[src/design/gcd_pkg.sv]
`timescale 1ns / 1ps
`default_nettype none

package gcd_pkg;

    // Operand and digit geometry.
    localparam int OPERAND_WIDTH = 32;
    localparam int MAG_WIDTH     = OPERAND_WIDTH - 1;
    localparam int DIGIT_WIDTH   = 4;
    localparam int NUM_DIGITS    = (MAG_WIDTH + DIGIT_WIDTH - 1) / DIGIT_WIDTH;
    localparam int REG_WIDTH     = NUM_DIGITS * DIGIT_WIDTH;
    localparam int CNT_WIDTH     = $clog2(NUM_DIGITS);
    localparam int SHIFT_WIDTH   = $clog2(MAG_WIDTH);

    typedef logic [REG_WIDTH-1:0]   mag_t;
    typedef logic [DIGIT_WIDTH-1:0] digit_t;

    // Operations that the controller asks of the datapath.
    typedef enum logic [3:0] {
        DP_HOLD,
        DP_LOAD,
        DP_LOAD_ZERO,
        DP_HALVE_BOTH,
        DP_HALVE_A,
        DP_HALVE_B,
        DP_SUB_STEP,
        DP_TAKE_AB,
        DP_TAKE_BA,
        DP_DOUBLE_A
    } dp_op_t;

    typedef struct packed {
        dp_op_t op;
        logic   first_digit;
    } dp_ctrl_t;

    typedef struct packed {
        logic a_lsb;
        logic b_lsb;
        logic a_below_b;
        logic equal;
    } dp_status_t;

    // Controller states, one-hot.
    typedef enum logic [5:0] {
        S_IDLE   = 6'b000001,
        S_REDUCE = 6'b000010,
        S_SUB    = 6'b000100,
        S_DECIDE = 6'b001000,
        S_SCALE  = 6'b010000,
        S_DONE   = 6'b100000
    } state_t;

endpackage

`default_nettype wire

[src/design/gcd_digit_sub.sv]
`timescale 1ns / 1ps
`default_nettype none

module gcd_digit_sub
    import gcd_pkg::*;
(
    input  wire digit_t minuend,
    input  wire digit_t subtrahend,
    input  wire logic   borrow_in,
    output digit_t      difference,
    output logic        borrow_out
);

    logic [DIGIT_WIDTH:0] wide_diff;

    // One digit of a ripple subtraction; the extra top bit is the borrow.
    always_comb
    begin
        wide_diff = {1'b0, minuend} - {1'b0, subtrahend}
                    - {{DIGIT_WIDTH{1'b0}}, borrow_in};
        difference = wide_diff[DIGIT_WIDTH-1:0];
        borrow_out = wide_diff[DIGIT_WIDTH];
    end

endmodule

`default_nettype wire

[src/design/gcd_datapath.sv]
`timescale 1ns / 1ps
`default_nettype none

module gcd_datapath
    import gcd_pkg::*;
(
    input  wire logic                     clk,
    input  wire logic [OPERAND_WIDTH-1:0] first_value,
    input  wire logic [OPERAND_WIDTH-1:0] second_value,
    input  wire dp_ctrl_t                 ctrl,
    output dp_status_t                    status,
    output mag_t                          a_value
);

    mag_t   a_reg, a_next;
    mag_t   b_reg, b_next;
    mag_t   dab_reg, dab_next;
    mag_t   dba_reg, dba_next;
    logic   bab_reg, bab_next;
    logic   bba_reg, bba_next;
    logic   eq_reg, eq_next;
    digit_t diff_ab, diff_ba;
    logic   bout_ab, bout_ba;
    logic   bin_ab, bin_ba;

    // The first digit of a pass starts with no borrow.
    assign bin_ab = ctrl.first_digit ? 1'b0 : bab_reg;
    assign bin_ba = ctrl.first_digit ? 1'b0 : bba_reg;

    gcd_digit_sub u_sub_ab (
        .minuend    (a_reg[DIGIT_WIDTH-1:0]),
        .subtrahend (b_reg[DIGIT_WIDTH-1:0]),
        .borrow_in  (bin_ab),
        .difference (diff_ab),
        .borrow_out (bout_ab)
    );

    gcd_digit_sub u_sub_ba (
        .minuend    (b_reg[DIGIT_WIDTH-1:0]),
        .subtrahend (a_reg[DIGIT_WIDTH-1:0]),
        .borrow_in  (bin_ba),
        .difference (diff_ba),
        .borrow_out (bout_ba)
    );

    // Next values of the operand and difference shift registers.
    always_comb
    begin
        a_next   = a_reg;
        b_next   = b_reg;
        dab_next = dab_reg;
        dba_next = dba_reg;
        bab_next = bab_reg;
        bba_next = bba_reg;
        eq_next  = eq_reg;
        unique case (ctrl.op)
            DP_LOAD:
            begin
                a_next = REG_WIDTH'(first_value[MAG_WIDTH-1:0]);
                b_next = REG_WIDTH'(second_value[MAG_WIDTH-1:0]);
            end
            DP_LOAD_ZERO:
            begin
                a_next = '0;
            end
            DP_HALVE_BOTH:
            begin
                a_next = {1'b0, a_reg[REG_WIDTH-1:1]};
                b_next = {1'b0, b_reg[REG_WIDTH-1:1]};
            end
            DP_HALVE_A:
            begin
                a_next = {1'b0, a_reg[REG_WIDTH-1:1]};
            end
            DP_HALVE_B:
            begin
                b_next = {1'b0, b_reg[REG_WIDTH-1:1]};
            end
            DP_SUB_STEP:
            begin
                // Operands rotate one digit; differences fill from the top.
                a_next   = {a_reg[DIGIT_WIDTH-1:0], a_reg[REG_WIDTH-1:DIGIT_WIDTH]};
                b_next   = {b_reg[DIGIT_WIDTH-1:0], b_reg[REG_WIDTH-1:DIGIT_WIDTH]};
                dab_next = {diff_ab, dab_reg[REG_WIDTH-1:DIGIT_WIDTH]};
                dba_next = {diff_ba, dba_reg[REG_WIDTH-1:DIGIT_WIDTH]};
                bab_next = bout_ab;
                bba_next = bout_ba;
                eq_next  = (ctrl.first_digit | eq_reg) & (diff_ab == '0);
            end
            DP_TAKE_AB:
            begin
                // Both operands were odd, so the difference is even.
                a_next = {1'b0, dab_reg[REG_WIDTH-1:1]};
            end
            DP_TAKE_BA:
            begin
                b_next = {1'b0, dba_reg[REG_WIDTH-1:1]};
            end
            DP_DOUBLE_A:
            begin
                a_next = {a_reg[REG_WIDTH-2:0], 1'b0};
            end
            default:
            begin
                a_next = a_reg;
            end
        endcase
    end

    always_ff @(posedge clk)
    begin
        a_reg   <= a_next;
        b_reg   <= b_next;
        dab_reg <= dab_next;
        dba_reg <= dba_next;
        bab_reg <= bab_next;
        bba_reg <= bba_next;
        eq_reg  <= eq_next;
    end

    assign status.a_lsb     = a_reg[0];
    assign status.b_lsb     = b_reg[0];
    assign status.a_below_b = bab_reg;
    assign status.equal     = eq_reg;
    assign a_value          = a_reg;

endmodule

`default_nettype wire

[src/design/greatest_common_divisor.sv]
`timescale 1ns / 1ps
`default_nettype none

// Channel   Handshake            Payload
// input     start, busy          first_value[31:0], second_value[31:0] (signed)
// result    done (strobe)        divisor_result[30:0]
//
// Binary GCD over digit-serial shift registers, four bits per cycle.
// Each odd/odd subtraction pass runs the digits through S_SUB and then S_DECIDE,
// each halving is one S_REDUCE step, each shared factor of two one S_SCALE doubling.
// A non-positive operand gives 0 in the next cycle.
// Reset returns the controller to idle; an item may start in the done cycle.
// The result strobe lasts one cycle and cannot be held off.

module greatest_common_divisor
    import gcd_pkg::*;
(
    input  wire logic                     clk,
    input  wire logic                     rst_n,
    input  wire logic                     start,
    output logic                          busy,
    input  wire logic [OPERAND_WIDTH-1:0] first_value,
    input  wire logic [OPERAND_WIDTH-1:0] second_value,
    output logic                          done,
    output logic [MAG_WIDTH-1:0]          divisor_result
);

    state_t                 state_reg, state_next;
    logic [SHIFT_WIDTH-1:0] k_reg, k_next;
    logic [CNT_WIDTH-1:0]   cnt_reg, cnt_next;
    dp_ctrl_t               ctrl;
    dp_status_t             status;
    mag_t                   a_value;
    logic                   accept;
    logic                   both_positive;

    gcd_datapath u_datapath (
        .clk          (clk),
        .first_value  (first_value),
        .second_value (second_value),
        .ctrl         (ctrl),
        .status       (status),
        .a_value      (a_value)
    );

    // An operand counts only when its sign is clear and it is nonzero.
    assign both_positive = ~first_value[OPERAND_WIDTH-1] & (|first_value[MAG_WIDTH-1:0])
                         & ~second_value[OPERAND_WIDTH-1] & (|second_value[MAG_WIDTH-1:0]);

    assign busy   = (state_reg != S_IDLE) && (state_reg != S_DONE);
    assign accept = start & ~busy;

    // Controller sequencing of reduce, subtract and rescale steps.
    always_comb
    begin
        state_next       = state_reg;
        k_next           = k_reg;
        cnt_next         = cnt_reg;
        ctrl.op          = DP_HOLD;
        ctrl.first_digit = 1'b0;
        unique case (state_reg)
            S_IDLE, S_DONE:
            begin
                if (accept)
                begin
                    k_next = '0;
                    if (both_positive)
                    begin
                        ctrl.op    = DP_LOAD;
                        state_next = S_REDUCE;
                    end
                    else
                    begin
                        ctrl.op    = DP_LOAD_ZERO;
                        state_next = S_DONE;
                    end
                end
                else
                begin
                    state_next = S_IDLE;
                end
            end
            S_REDUCE:
            begin
                priority if (!status.a_lsb && !status.b_lsb)
                begin
                    ctrl.op = DP_HALVE_BOTH;
                    k_next  = k_reg + 1'b1;
                end
                else if (!status.a_lsb)
                begin
                    ctrl.op = DP_HALVE_A;
                end
                else if (!status.b_lsb)
                begin
                    ctrl.op = DP_HALVE_B;
                end
                else
                begin
                    cnt_next   = '0;
                    state_next = S_SUB;
                end
            end
            S_SUB:
            begin
                ctrl.op          = DP_SUB_STEP;
                ctrl.first_digit = (cnt_reg == '0);
                cnt_next         = cnt_reg + 1'b1;
                if (cnt_reg == CNT_WIDTH'(NUM_DIGITS - 1))
                begin
                    state_next = S_DECIDE;
                end
            end
            S_DECIDE:
            begin
                priority if (!status.a_below_b && status.equal)
                begin
                    state_next = (k_reg == '0) ? S_DONE : S_SCALE;
                end
                else if (!status.a_below_b)
                begin
                    ctrl.op    = DP_TAKE_AB;
                    state_next = S_REDUCE;
                end
                else
                begin
                    ctrl.op    = DP_TAKE_BA;
                    state_next = S_REDUCE;
                end
            end
            S_SCALE:
            begin
                ctrl.op = DP_DOUBLE_A;
                k_next  = k_reg - 1'b1;
                if (k_reg == SHIFT_WIDTH'(1))
                begin
                    state_next = S_DONE;
                end
            end
            default:
            begin
                state_next = S_IDLE;
            end
        endcase
    end

    always_ff @(posedge clk or negedge rst_n)
    begin
        if (!rst_n)
        begin
            state_reg <= S_IDLE;
            k_reg     <= '0;
            cnt_reg   <= '0;
        end
        else
        begin
            state_reg <= state_next;
            k_reg     <= k_next;
            cnt_reg   <= cnt_next;
        end
    end

    assign done           = (state_reg == S_DONE);
    assign divisor_result = a_value[MAG_WIDTH-1:0];

endmodule

`default_nettype wire

[config.mk]
export PLATFORM = sky130hd
export DESIGN_NAME = greatest_common_divisor
export DESIGN_NICKNAME = d
export VERILOG_FILES = /design/src/design/gcd_pkg.sv /design/src/design/gcd_digit_sub.sv /design/src/design/gcd_datapath.sv /design/src/design/greatest_common_divisor.sv
export SDC_FILE = /design/constraint.sdc
export NUM_CORES = 1
export LEC_CHECK = 0
export ABC_CLOCK_PERIOD_IN_PS = 3820
export CORE_MARGIN = 2
export CORE_UTILIZATION = 58
export CTS_CLUSTER_SIZE = 20
export DETAILED_ROUTE_END_ITERATION = 12
export DONT_BUFFER_PORTS = 1
export GPL_TIMING_DRIVEN = 0
export HOLD_SLACK_MARGIN = 0.03
export PLACE_DENSITY = 0.86
export SYNTH_ARGS = -nofsm -noshare
export SYNTH_HDL_FRONTEND = slang
export SYNTH_SLANG_ARGS = --single-unit
[constraint.sdc]
create_clock -name clk -period 3.82 [get_ports clk]
set_input_delay 0.382 -clock clk [delete_from_list [all_inputs] [get_ports clk]]
set_output_delay 0.382 -clock clk [all_outputs]
set_load 0.1 [all_outputs]
Word-level counts from Yosys, hierarchy flattened
Index checks and enable logic that the tools add are counted.
- add/sub/neg operators: 7
- multiply operators: 0
- div/mod/pow operators: 0
- order comparisons: 0
- equality and inequality tests: 26
- shifts and indexed selects: 0
- mux-type cells: 30
- bitwise logic cells: 9
- reductions and logical operators: 21
- operator list (cell ; number):
    $pmux 32 s6 ; 1
    $pmux 32 s4 ; 1
    $reduce_or 31->1 ; 2
    $mux 6 ; 9
    $pmux 6 s5 ; 1
    $pmux 4 s5 ; 1
    $mux 3 ; 6
    $eq 4x3->1 const B ; 4
    $pmux 5 s3 ; 1
    $mux 5 ; 2
    $ne 2x2->1 const B ; 5
    $sub 4x4->5 ; 2
    $sub 5x1->5 ; 2
    $eq 4x2->1 const B ; 2
    $eq 4x4->1 const B ; 2
    $mux 4 ; 2
    $eq 6x1->1 const B ; 1
    $eq 6x2->1 const B ; 1
    $eq 6x3->1 const B ; 1
    $eq 6x4->1 const B ; 1
    $eq 6x5->1 const B ; 1
    $eq 6x6->1 const B ; 1
    $ne 6x1->1 const B ; 1
    $ne 6x6->1 const B ; 1
    other kinds (26) ; 42
- flip-flop bits (word level): 145
- latch bits: 0
- memory bits (writable): 0
- bits in read-only memories: 0
- bits of input ports: 67
- output and inout port bits: 33
- logic and storage cells: 103
- memories: 0

Logic depth before layout (Yosys ltp)
Gate-level depths: netlist of the first run.
- word-level depth: 10
- depth in mapped cells: 15
- depth with buffers taken out: 13

Hierarchy
From an unflattened synthesis of the first run, not the netlist that was laid out.
- cells, all modules: 668
- area total of the unflattened synthesis: 7896.3 um^2
- by module, submodules not included (module ; times used ; cells an instance ; area each (um^2) ; sequential area each (um^2)):
    gcd_datapath ; 1 ; 462 ; 6231.0 ; 3873.7
    greatest_common_divisor ; 1 ; 152 ; 1232.4 ; 351.6
    gcd_digit_sub ; 2 ; 27 ; 216.5 ; 0.0

Worst setup path after synthesis of the first run
Ideal clock, no wire load.
- path kind: register -> register
- start: reg state_reg[4]
- end: reg u_datapath.b_reg[16], data pin
- library setup time: 0.158 ns
- arrival: 3.819 ns
- setup slack: -0.157 ns
- stages on the path, launching flop included: 9
- period minus slack after synthesis: 3.977 ns
- cells stage by stage: dfrtp_1 -> buf_2 -> nor4b_2 -> nand2_2 -> inv_2 -> buf_1 -> buf_1 -> a22oi_1 -> o211ai_1
- longest elaborated chain between the ends: 9
- elaborated cells on any way between the ends: 21
- classes of those cells: eq/ne (13); mux (3); bitwise (2); reduce/logical (3)
- ends and longest elaborated chain (item ; RTL line ; source):
    start, declared ; greatest_common_divisor.sv:28 ; state_t state_reg, state_next;
    start signal, assigned ; greatest_common_divisor.sv:157 ; state_reg <= state_next;
    $ne 6x1->1 or $ne 6x6->1 (tied branches) ; greatest_common_divisor.sv:50 ; assign busy = (state_reg != S_IDLE) && (state_reg != S_DONE);
    $logic_and 1x1->1 ; greatest_common_divisor.sv:50 ;
    $not 1->1 ; greatest_common_divisor.sv:51 ; assign accept = start & ~busy;
    $and 1x1->1 ; greatest_common_divisor.sv:51 ;
    $mux 2 ; greatest_common_divisor.sv:64 ; if (accept)
    $pmux 4 s5 (*) ; greatest_common_divisor.sv:61 ; unique case (state_reg)
    $eq 4x2->1 or $eq 4x3->1 (tied branches) ; gcd_datapath.sv:56 ; unique case (ctrl.op)
    $reduce_or 2->1 (no source line) ; -- ;
    $pmux 32 s4 (*) ; gcd_datapath.sv:56 ;
    net u_datapath.b_next[16] ; gcd_datapath.sv:16 ; mag_t b_reg, b_next;
    end signal, assigned ; gcd_datapath.sv:113 ; b_reg <= b_next;
    end, declared ; gcd_datapath.sv:16 ;
The timed path passes the listed nets; every way through them passes the cells marked *.
A chain may end at the register's enable or synchronous reset.

Worst setup path in the final report of the first run
- start: reg state_reg[4]
- end: reg u_datapath.eq_reg, data pin
- longest elaborated chain between the ends: 6
- elaborated cells on any way between the ends: 7
- classes of those cells: add/sub (1); eq/ne (1); mux (2); bitwise (2); reduce/logical (1)
- ends and longest elaborated chain (item ; RTL line ; source):
    $eq 6x3->1 ; greatest_common_divisor.sv:61 ;
    $mux 1 ; greatest_common_divisor.sv:61 ;
    $mux 1 ; gcd_datapath.sv:27 ; assign bin_ab = ctrl.first_digit ? 1'b0 : bab_reg;
    $sub 5x1->5 ; gcd_digit_sub.sv:20 ; - {{DIGIT_WIDTH{1'b0}}, borrow_in};
    net u_datapath.diff_ab[3] ; gcd_datapath.sv:22 ; digit_t diff_ab, diff_ba;
    $logic_not 4->1 ; gcd_datapath.sv:88 ; eq_next = (ctrl.first_digit | eq_reg) & (diff_ab == '0);
    $and 1x1->1 ; gcd_datapath.sv:88 ;
    end signal, assigned ; gcd_datapath.sv:118 ; eq_reg <= eq_next;
    end, declared ; gcd_datapath.sv:21 ; logic eq_reg, eq_next;
The timed path passes the listed nets, and every way through them passes these cells.

==> impl_metrics.env, run 1 <==
export IMPL_gp_routability_congestion=0.911
export IMPL_fp_dieH_um=122
export IMPL_worst_ir_drop_vdd_mv=0.512
export IMPL_ys_seq_elements=143
export IMPL_detailed_placement_hpwl_mm=15.2
export IMPL_effective_utilization_at_floorplan=0.588
export IMPL_post_synth_cell_area_avg_um2=11.7
export IMPL_synth_area_um2=8070
export IMPL_cts_tree="yes"
export IMPL_crit_reg2reg_launch="state_reg[4]"
export IMPL_globalRouteTotalUtil=0.299
export IMPL_synth_sequential_area_ratio=0.524
export IMPL_crit_type="flop to flop"
export IMPL_area_sequential_um2=4230
export IMPL_final_core_util=0.654
export IMPL_type_of_the_worst_min_delay_path="primary input to flop"
export IMPL_critPathLaunch="state_reg[4]"
export IMPL_synth_edf_count=129
export IMPL_proportion_of_netlist_area_held_by_the_largest_area_contributor=0.480
export IMPL_yosys_most_used_dff="sky130_fd_sc_hd__edfxtp_1"
export IMPL_area_of_combinational_cells_with_multiple_inputs_um2=3300
export IMPL_worstSetupEndpointType="flop"
export IMPL_p_sw_frac=0.454
export IMPL_power_static_leakage_nw=3.25
export IMPL_grt_start_max_net_pins=75
export IMPL_finClkSkew_ns=0.00969
export IMPL_synth_common_cells="sky130_fd_sc_hd__edfxtp_1, sky130_fd_sc_hd__nand2_1, sky130_fd_sc_hd__nand3_1"
export IMPL_syn2layout_area_growth_pct=11.1
export IMPL_grt_first_pass_wirelength_mm=33.8
export IMPL_timing_slew_headroom=0.268
export IMPL_drtPass1Iterations=6
export IMPL_clockPowerShare=0.217
export IMPL_port_buffers=0
export IMPL_synthesis_yosys_warnings=0
export IMPL_num_vias=6492
export IMPL_numClockSinks=143
export IMPL_clock_insertion_delay_worst_skew_ns=0.43
export IMPL_drt_initial_drc_count=1425
export IMPL_post_synth_top_count_cell="sky130_fd_sc_hd__edfxtp_1"
export IMPL_fraction_of_the_cycle_the_final_worst_path_needs=0.938
export IMPL_rsz0062_at_grt="no"
export IMPL_grt_ovfl_total=0
export IMPL_vias_per_cell=7.17
export IMPL_critPathArrivalTime_ns=3.87
export IMPL_post_route_cells_drive_above_1_share=0.172
export IMPL_h_tree_depth=4
export IMPL_timing_hold_violations_final=0
export IMPL_placement_rows=43
export IMPL_layout_cell_area_non_filler_um2=8970
export IMPL_comb_power_frac=0.440
export IMPL_worst_endpoint_required_ns=4.11
export IMPL_crit_path_max_fanout=17
export IMPL_crit_path_start_kind="flop"
export IMPL_outcome="finished, final reports clean"
export IMPL_drt_wirelength_per_cell_um=24.4
export IMPL_cts_buffers=17
export IMPL_vias_in_the_first_global_route=6247
export IMPL_max_clock_path_buffers=2
export IMPL_antenna_cells_inserted=0
export IMPL_post_synth_inst_count=690
export IMPL_hold_path_origin="first_value[13]"
export IMPL_drt_wl_total_mm=22.1
export IMPL_antenna_violations_before_repair=0
export IMPL_max_cap_viol_count=0
export IMPL_period_needed_ns=3.58
export IMPL_slew_viol_final=0
export IMPL_core_area_um2=13700
export IMPL_seq_power_share=0.343
export IMPL_synth_largest_area_cell="sky130_fd_sc_hd__edfxtp_1"
export IMPL_report_final_setup_viol=0
export IMPL_design_die_area_um2=14900
export IMPL_ant_nets=0
export IMPL_total_of_fill_cells_in_the_finished_design=959
export IMPL_ys_top_cells_by_area="sky130_fd_sc_hd__edfxtp_1, sky130_fd_sc_hd__mux2_4, sky130_fd_sc_hd__a22oi_1"
export IMPL_synth_fp_nets=781
export IMPL_remaining_drc_errors=0
export IMPL_cts_post_setup_buffers_inserted=0
export IMPL_worst_slew_pin_transition_ns=1.09
export IMPL_post_dp_cell_area_um2=8370
export IMPL_maximum_achievable_frequency_mhz=279
export IMPL_postSynth_asyncResetShare=0.0979
export IMPL_die_w_um=122
export IMPL_netSwitchingPower_w=0.00347
export IMPL_design_final_nets=805
export IMPL_cell_internal_power_w=0.00418
export IMPL_design_portCount=100
export IMPL_synth_lib_cells_used_distinct=65
export IMPL_clock_tree_root_cell="sky130_fd_sc_hd__clkbuf_16"
export IMPL_worst_setup_hold_path_clk_slew_ns=0.06
export IMPL_power_per_cell_area_nw_per_um2=854
-- layout make-up --
class,count,area share
clock buffer,19,0.0483
timing repair buffer,6,0.00865
inverter,21,0.00935
multi-input combinational,446,0.368
sequential,143,0.471
clock inverter,12,0.0160
buffer,79,0.0532
tap,180,0.0251
-- cell families after synthesis --
logic type | share of synthesized area
AOI/OAI and AO/OA | 0.154
DFF | 0.524
and+or+nand+nor | 0.136
adders and majority gates | 0.0409
xor gates and xnor gates | 0.0119
muxes | 0.0647
buffers and inverters | 0.0688
-- final timing paths --
check	endpoint	slack [ns]	depth (start not counted)
setup / recovery	u_datapath.eq_reg	0.24	13
hold / removal	u_datapath.a_value[13]	0.16	1
setup reg to reg	u_datapath.eq_reg	0.24	13
hold reg to reg	u_datapath.dab_reg[15]	0.45	0
max in group asynchronous	k_reg[0]	2.98	1
min in group asynchronous	cnt_reg[0]	0.42	1
-- metal layers --
metal | vias to the layer above | share of wire | global-route usage | wire [um]
met5 | - | 0 | 0 | 0
met4 | 0 | 0.041 | 0.154 | 908
met3 | 114 | 0.12 | 0.0904 | 2720
met2 | 610 | 0.48 | 0.457 | 10500
met1 | 3072 | 0.36 | 0.387 | 7960
li1 | 2696 | - | - | -
-- cell usage in the layout, fill, tap and decap left out, drive strengths merged, types with 2 or more instances in the layout --
master	Yosys	final
ha	20	20
mux2	31	31
a31oi	4	4
a221oi	2	2
nand4	6	6
buf	52	55
nand2b	2	2
nand3	63	63
clkbuf	28	47
a21oi	13	13
clkinv	0	6
nor2	22	22
inv	21	22
nand2	72	72
a22o	8	8
xor2	10	10
nand4b	2	2
nor4b	4	4
dlygate4sd3	0	2
o211ai	28	28
nor3	4	4
fa	4	4
and3	2	2
and2	2	2
a22oi	59	59
mux2i	6	6
clkinvlp	0	2
bufinv	0	3
or2	2	2
edfxtp	129	129
dfrtp	13	13
nor4	15	15
o2111ai	26	26
nand3b	6	6
o22ai	5	5
o21ai	11	11
-- power groups by stage --
| stage | sequential, W | clock (W) | combinational (W) |
|---|---|---|---|
| 3_3_place_gp | 0.00264 | 0 | 0.00314 |
| 4_1_cts | 0.00260 | 0.00165 | 0.00333 |
| 2_1_floorplan | 0.00249 | 0 | 0.00285 |
| 6_report | 0.00263 | 0.00166 | 0.00337 |
| 3_5_place_dp | 0.00262 | 0 | 0.00331 |
| 5_1_grt | 0.00265 | 0.00170 | 0.00352 |
-- per-stage QoR --
| step | instances | power [W] | worst slack, ns | hold slack (ns) | TNS (ns) |
|---|---|---|---|---|---|
| floorplan | 690 | 0.00533 | 0.0650 | 0.0864 | 0 |
| global placement | 870 | 0.00578 | -1.38 | 0.0870 | -124.78 |
| detailed placement | 874 | 0.00593 | -0.307 | 0.0870 | -0.307 |
| CTS | 906 | 0.00757 | 0.0730 | 0.158 | 0 |
| global route | 906 | 0.00788 | 0.0387 | 0.162 | 0 |
| finish | 906 | 0.00765 | 0.235 | 0.162 | 0 |
-- worst max-delay path: stages, from the launching register on --
cell	delay [ns]
sky130_fd_sc_hd__dfrtp_1	0.36
sky130_fd_sc_hd__buf_2	0.17
sky130_fd_sc_hd__nor4b_2	0.35
sky130_fd_sc_hd__nand2_2	0.23
sky130_fd_sc_hd__inv_6	0.22
sky130_fd_sc_hd__nand3b_1	0.21
sky130_fd_sc_hd__nand2_1	0.14
sky130_fd_sc_hd__fa_1	0.45
sky130_fd_sc_hd__ha_1	0.21
sky130_fd_sc_hd__o21ai_0	0.16
sky130_fd_sc_hd__nand3b_1	0.11
sky130_fd_sc_hd__xor2_1	0.16
sky130_fd_sc_hd__or4_1	0.54
sky130_fd_sc_hd__a21oi_1	0.13
-- repair_timing --
action	in CTS	in global routing
hold endpoints to repair	15	0
gates cloned	0	0
resized for setup	0	3
hold buffers	2	0
setup endpoints to repair	1	1
Note: power is estimated with default switching activity, not from simulation.
==> run 2: changes to the inputs <==
--- a/config.mk
+++ b/config.mk
@@ -5,9 +5,9 @@
 export SDC_FILE = /design/constraint.sdc
 export NUM_CORES = 1
 export LEC_CHECK = 0
-export ABC_CLOCK_PERIOD_IN_PS = 3820
+export ABC_CLOCK_PERIOD_IN_PS = 4000
 export CORE_MARGIN = 2
-export CORE_UTILIZATION = 58
+export CORE_UTILIZATION = 60
 export CTS_CLUSTER_SIZE = 20
 export DETAILED_ROUTE_END_ITERATION = 12
 export DONT_BUFFER_PORTS = 1
==> constraint.sdc (replaced) <==
create_clock -name clk -period 4 [get_ports clk]
set_input_delay 0.4 -clock clk [delete_from_list [all_inputs] [get_ports clk]]
set_output_delay 0.4 -clock clk [all_outputs]
set_load 0.1 [all_outputs]
==> impl_metrics.env, run 2 (synthesized netlist as in run 1, its figures left out) <==
export IMPL_dp_cells=872
export IMPL_critPathArrivalTime_ns=4.09
export IMPL_drt_wirelength_per_cell_um=24.5
export IMPL_power_static_leakage_nw=3.32
export IMPL_drt_wl_total_mm=22.2
export IMPL_clock_insertion_delay_worst_skew_ns=0.43
export IMPL_timing_slew_headroom=0.267
export IMPL_layout_cell_area_non_filler_um2=9100
export IMPL_max_clock_path_buffers=2
export IMPL_post_dp_cell_area_um2=8390
export IMPL_ant_nets=0
export IMPL_crit_type="flop to flop"
export IMPL_area_of_combinational_cells_with_multiple_inputs_um2=3300
export IMPL_final_core_util=0.690
export IMPL_drt_initial_drc_count=1299
export IMPL_design_portCount=100
export IMPL_grt_ovfl_total=0
export IMPL_report_final_setup_viol=0
export IMPL_worstSetupEndpointType="flop"
export IMPL_remaining_drc_errors=0
export IMPL_layout_cells_non_filler=906
export IMPL_gp_routability_congestion=0.882
export IMPL_drtPass1Iterations=9
export IMPL_type_of_the_worst_min_delay_path="primary input to flop"
export IMPL_die_w_um=120
export IMPL_placement_rows=42
export IMPL_h_tree_depth=4
export IMPL_cts_buffers=17
export IMPL_design_die_area_um2=14400
export IMPL_preCtsSetupSlack_ns=-0.0806
export IMPL_syn2layout_area_growth_pct=12.7
export IMPL_antenna_cells_inserted=0
export IMPL_finClkSkew_ns=0.00748
export IMPL_fraction_of_the_cycle_the_final_worst_path_needs=0.951
export IMPL_worst_slew_pin_transition_ns=1.10
export IMPL_grt_start_max_net_pins=31
export IMPL_grt_first_pass_wirelength_mm=34.4
export IMPL_fp_dieH_um=120
export IMPL_power_per_cell_area_nw_per_um2=837
export IMPL_cts_repair_resize_count=0
export IMPL_vias_in_the_first_global_route=6267
export IMPL_area_sequential_um2=4230
export IMPL_outcome="finished, final reports clean"
export IMPL_slew_viol_final=0
export IMPL_crit_path_max_fanout=17
export IMPL_vias_per_cell=7.17
export IMPL_globalRouteTotalUtil=0.312
export IMPL_post_route_cells_drive_above_1_share=0.179
export IMPL_antenna_violations_before_repair=0
export IMPL_maximum_achievable_frequency_mhz=263
export IMPL_core_area_um2=13200
export IMPL_most_common_library_cell_in_the_layout_ignoring_fill_and_taps="sky130_fd_sc_hd__edfxtp_1"
export IMPL_total_of_fill_cells_in_the_finished_design=842
export IMPL_finalWorstSetupSlack_ns=0.197
export IMPL_design_final_nets=809
export IMPL_timing_hold_violations_final=0
export IMPL_numClockSinks=143
export IMPL_rsz0062_at_grt="no"
export IMPL_num_vias=6493
export IMPL_period_needed_ns=3.80
export IMPL_port_buffers=0
export IMPL_cts_tree="yes"
export IMPL_effective_utilization_at_floorplan=0.612
export IMPL_crit_path_start_kind="flop"
export IMPL_worst_ir_drop_vdd_mv=0.463
export IMPL_detailed_placement_hpwl_mm=15.3
export IMPL_max_cap_viol_count=0
export IMPL_worst_setup_hold_path_clk_slew_ns=0.06
export IMPL_top_library_cells_by_usage_in_the_layout_fill_and_taps_aside="sky130_fd_sc_hd__edfxtp_1, sky130_fd_sc_hd__nand2_1, sky130_fd_sc_hd__nand3_1, sky130_fd_sc_hd__a22oi_1, sky130_fd_sc_hd__buf_4"
export IMPL_worst_endpoint_required_ns=4.29
export IMPL_clock_tree_root_cell="sky130_fd_sc_hd__clkbuf_16"
-- run 2: final timing paths --
check	end	slack, ns	depth (start not counted)	start
setup / recovery	u_datapath.eq_reg	0.20	13	state_reg[4]
hold / removal	state_reg[0]	0.04	1	start
setup reg to reg	u_datapath.eq_reg	0.20	13	state_reg[4]
hold reg to reg	u_datapath.dab_reg[12]	0.44	0	u_datapath.dab_reg[16]
max in group asynchronous	state_reg[1]	3.14	1	rst_n
min in group asynchronous	k_reg[1]	0.44	1	rst_n
-- run 2: stage by stage --
stage               setup TNS (ns)  hold slack [ns]  power (W)
global placement           -122.07            0.105    0.00552
finish                           0           0.0436    0.00761
global route                     0           0.0601    0.00783
detailed placement         -0.0806            0.105    0.00566
floorplan                        0            0.104    0.00509
CTS                              0           0.0376    0.00751
-- run 2: report_power, final --
| part | total, W | leakage (nW) | switching [W] | internal [W] |
|---|---|---|---|---|
| clock network | 0.00184 | 0.318 | 0.000618 | 0.00123 |
| registers | 0.00251 | 1.37 | 0.000377 | 0.00213 |
| logic | 0.00326 | 1.63 | 0.00234 | 0.000918 |
-- run 2: worst max-delay path: stages (launching register included) --
cell and delay, ns:
sky130_fd_sc_hd__dfrtp_1 0.35, sky130_fd_sc_hd__buf_2 0.16, sky130_fd_sc_hd__nor4b_2 0.37, sky130_fd_sc_hd__nand2_2 0.20, sky130_fd_sc_hd__inv_2 0.36, sky130_fd_sc_hd__nand3b_1 0.27
sky130_fd_sc_hd__nand2_1 0.15, sky130_fd_sc_hd__fa_1 0.47, sky130_fd_sc_hd__ha_1 0.20, sky130_fd_sc_hd__o21ai_0 0.15, sky130_fd_sc_hd__nand3b_1 0.11, sky130_fd_sc_hd__xor2_1 0.17
sky130_fd_sc_hd__or4_1 0.56, sky130_fd_sc_hd__a21oi_1 0.13
-- run 2: timing repair --
item | in CTS | in global routing
buffers inserted | 0 | 3
hold buffers | 1 | 0
hold endpoints to repair | 14 | 0
endpoints found under the setup margin | 1 | 7
pin swaps | 0 | 1
-- run 2: layer usage --
| layer | vias up | wire (um) | global-route usage |
|---|---|---|---|
| met2 | 588 | 10500 | 0.481 |
| met1 | 3109 | 8310 | 0.419 |
| met3 | 94 | 2470 | 0.0808 |
| li1 | 2702 | - | - |
| met5 | - | 0 | 0 |
| met4 | 0 | 914 | 0.136 |
-- run 2: cell type report --
cell class,count,area share
Tap cell,176,0.0242
Inverter,21,0.00867
Buffer,79,0.0521
Multi-Input combinational cell,446,0.363
Clock buffer,20,0.0480
Timing Repair Buffer,10,0.0135
Clock inverter,11,0.0261
Sequential cell,143,0.465
==> run 3: changes to the inputs <==
--- a/config.mk
+++ b/config.mk
@@ -5,6 +5,7 @@
 export SDC_FILE = /design/constraint.sdc
 export NUM_CORES = 1
 export LEC_CHECK = 0
+export ABC_AREA = 1
 export ABC_CLOCK_PERIOD_IN_PS = 4000
 export CORE_MARGIN = 2
 export CORE_UTILIZATION = 60
==> impl_metrics.env, run 3 <==
export IMPL_outcome="finished, final reports clean"
export IMPL_design_final_nets=972
export IMPL_area_sequential_um2=4230
export IMPL_worst_endpoint_required_ns=4.26
export IMPL_placement_rows=42
export IMPL_post_synth_cell_area_avg_um2=9.26
export IMPL_worst_setup_hold_path_clk_slew_ns=0.06
export IMPL_final_core_util=0.676
export IMPL_design_portCount=100
export IMPL_worstSetupEndpointType="flop"
export IMPL_p_sw_frac=0.452
export IMPL_timing_hold_violations_final=0
export IMPL_slew_viol_final=0
export IMPL_post_synth_top_count_cell="sky130_fd_sc_hd__nand2_1"
export IMPL_clockPowerShare=0.236
export IMPL_ys_top_cells_by_area="sky130_fd_sc_hd__edfxtp_1, sky130_fd_sc_hd__nand2_1, sky130_fd_sc_hd__inv_1"
export IMPL_comb_power_frac=0.422
export IMPL_crit_path_start_kind="flop"
export IMPL_seq_power_share=0.342
export IMPL_report_final_setup_viol=0
export IMPL_fraction_of_the_cycle_the_final_worst_path_needs=0.905
export IMPL_gp_routability_congestion=0.882
export IMPL_slowest_library_cell_on_the_worst_path="sky130_fd_sc_hd__clkbuf_1"
export IMPL_cts_buffers=17
export IMPL_crit_path_max_fanout=10
export IMPL_crit_type="flop to flop"
export IMPL_critPathArrivalTime_ns=3.88
export IMPL_synth_sequential_area_ratio=0.532
export IMPL_num_vias=6722
export IMPL_rsz0062_at_grt="no"
export IMPL_finalWorstSetupSlack_ns=0.379
export IMPL_worstRegToRegCells=11
export IMPL_h_tree_depth=4
export IMPL_detailed_placement_hpwl_mm=14.5
export IMPL_port_buffers=0
export IMPL_max_cap_viol_count=0
export IMPL_die_w_um=119
export IMPL_rrSetupSlack_ns=0.38
export IMPL_post_synth_inst_count=858
export IMPL_timing_setup_tns_ns=0
export IMPL_grt_first_pass_wirelength_mm=33.0
export IMPL_power_static_leakage_nw=3.71
export IMPL_core_area_um2=13100
export IMPL_effective_utilization_at_floorplan=0.607
export IMPL_post_route_cells_drive_above_1_share=0.121
export IMPL_most_common_library_cell_in_the_layout_ignoring_fill_and_taps="sky130_fd_sc_hd__nand2_1"
export IMPL_syn2layout_area_growth_pct=11.4
export IMPL_design_die_area_um2=14200
export IMPL_grt_start_max_net_pins=44
export IMPL_grt_ovfl_total=0
export IMPL_holdPathStages=1
export IMPL_synth_common_cells="sky130_fd_sc_hd__nand2_1, sky130_fd_sc_hd__edfxtp_1, sky130_fd_sc_hd__inv_1"
export IMPL_worst_ir_drop_vdd_mv=0.742
export IMPL_postSynth_asyncResetShare=0.0979
export IMPL_drt_wirelength_per_cell_um=19.5
export IMPL_ys_seq_elements=143
export IMPL_yosys_most_used_dff="sky130_fd_sc_hd__edfxtp_1"
export IMPL_timing_critical_path_buf_inv=2
export IMPL_fp_dieH_um=119
export IMPL_cts_post_setup_buffers_inserted=0
export IMPL_period_needed_ns=3.62
export IMPL_timing_critical_path_to="u_datapath.eq_reg"
export IMPL_total_of_fill_cells_in_the_finished_design=901
export IMPL_synth_edf_count=129
export IMPL_cp_cell_sequence="nor2_2 -> nand4_1 -> inv_1 -> clkbuf_1 -> nand3_1 -> nand2_1 -> fa_1 -> ha_1 -> xor2_1 -> or3_1 -> a211oi_1"
export IMPL_ant_nets=0
export IMPL_hold_path_origin="start"
export IMPL_top_library_cells_by_usage_in_the_layout_fill_and_taps_aside="sky130_fd_sc_hd__nand2_1, sky130_fd_sc_hd__edfxtp_1, sky130_fd_sc_hd__inv_1, sky130_fd_sc_hd__nand3_1, sky130_fd_sc_hd__nor2_1"
export IMPL_synth_largest_area_cell="sky130_fd_sc_hd__edfxtp_1"
export IMPL_power_per_cell_area_nw_per_um2=798
export IMPL_type_of_the_worst_min_delay_path="primary input to flop"
export IMPL_clock_insertion_delay_worst_skew_ns=0.43
export IMPL_finClkSkew_ns=0.00884
export IMPL_proportion_of_netlist_area_held_by_the_largest_area_contributor=0.488
export IMPL_synth_lib_cells_used_distinct=42
export IMPL_globalRouteTotalUtil=0.302
export IMPL_vias_per_cell=6.28
export IMPL_synth_fp_nets=949
export IMPL_critPathLaunch="state_reg[4]"
export IMPL_layout_cells_non_filler=1070
export IMPL_timing_hold_ws_ns=0.0838
export IMPL_drt_wl_total_mm=20.9
export IMPL_numClockSinks=143
export IMPL_synth_area_um2=7940
export IMPL_drtPass1Iterations=7
export IMPL_vias_in_the_first_global_route=6458
export IMPL_crit_path_max_incr_delay_ns=0.54
export IMPL_timing_slew_headroom=0.453
export IMPL_cell_internal_power_w=0.00387
export IMPL_crit_reg2reg_launch="state_reg[4]"
export IMPL_maximum_achievable_frequency_mhz=276
export IMPL_worst_slew_pin_transition_ns=0.820
export IMPL_drt_initial_drc_count=906
export IMPL_cell_family_with_most_cp_delay="simple AND/OR/NAND/NOR gates"
export IMPL_clock_tree_root_cell="sky130_fd_sc_hd__clkbuf_16"
export IMPL_synthesis_yosys_warnings=0
export IMPL_netSwitchingPower_w=0.00319
export IMPL_cp_depth=11
export IMPL_remaining_drc_errors=0
export IMPL_area_of_combinational_cells_with_multiple_inputs_um2=2900
export IMPL_cts_tree="yes"
export IMPL_max_clock_path_buffers=2
export IMPL_timing_rr_end="u_datapath.eq_reg"
export IMPL_dp_cells=1037
export IMPL_antenna_cells_inserted=0
export IMPL_preCtsSetupSlack_ns=0.284
export IMPL_antenna_violations_before_repair=0
## run 3: cell families after synthesis
group | after synthesis | synth area share
simple gates | 376 | 0.215
compound gates | 126 | 0.0984
flops | 143 | 0.532
xor+xnor | 8 | 0.00882
fa+ha+maj | 24 | 0.0416
buf+inv | 180 | 0.103
mux | 1 | 0.00126
## run 3: how the worst min path moves through the flow
stage                        end  slack [ns]
detailed placement      k_reg[2]        0.10
CTS                 state_reg[0]        0.08
global placement        k_reg[2]        0.10
global route        state_reg[0]        0.11
finish              state_reg[0]        0.08
floorplan             cnt_reg[0]        0.10
## run 3: through the flow
stage | cell area [um^2] | total power [W]
floorplan | 7940 | 0.00481
global placement | 8160 | 0.00524
detailed placement | 8210 | 0.00533
CTS | 8850 | 0.00701
global route | 8850 | 0.00731
finish | 8850 | 0.00707
## run 3: layout make-up
| class | instances | share of cell area |
|---|---|---|
| Timing Repair Buffer | 4 | 0.00636 |
| Clock buffer | 27 | 0.0591 |
| Buffer | 70 | 0.0467 |
| Tap cell | 176 | 0.0249 |
| Multi-Input combinational cell | 535 | 0.328 |
| Inverter | 110 | 0.0467 |
| Clock inverter | 5 | 0.0113 |
| Sequential cell | 143 | 0.477 |
## run 3: timing repair
| action | 4_1_cts | 5_1_grt |
|---|---|---|
| resized for setup | 0 | 0 |
| hold buffers | 1 | 0 |
| hold endpoints to repair | 14 | 0 |
## run 3: worst register-to-register path: cells and delay by family, from the launching register on
family	cells	cell delay [ns]
and+or+nand+nor	5	1.26
buffers and inverters	2	0.67
DFF	1	0.40
adders and majority gates	2	0.80
xor gates and xnor gates	1	0.17
AOI/OAI and AO/OA	1	0.16
## run 3: metal layers
metal	up-vias	part of all wire	global-route usage
met5	-	0	0
met4	0	0.037	0.147
met3	79	0.097	0.0599
met2	474	0.48	0.478
met1	3191	0.38	0.402
li1	2978	-	-
## run 3: power groups by stage
stage                     Combinational (W)  Clock (W)  Sequential (W)
final                               0.00298    0.00167         0.00242
after detailed placement            0.00290          0         0.00243
after global routing                0.00313    0.00172         0.00245
after floorplan                     0.00249          0         0.00232
after global placement              0.00281          0         0.00243
after CTS                           0.00294    0.00166         0.00241
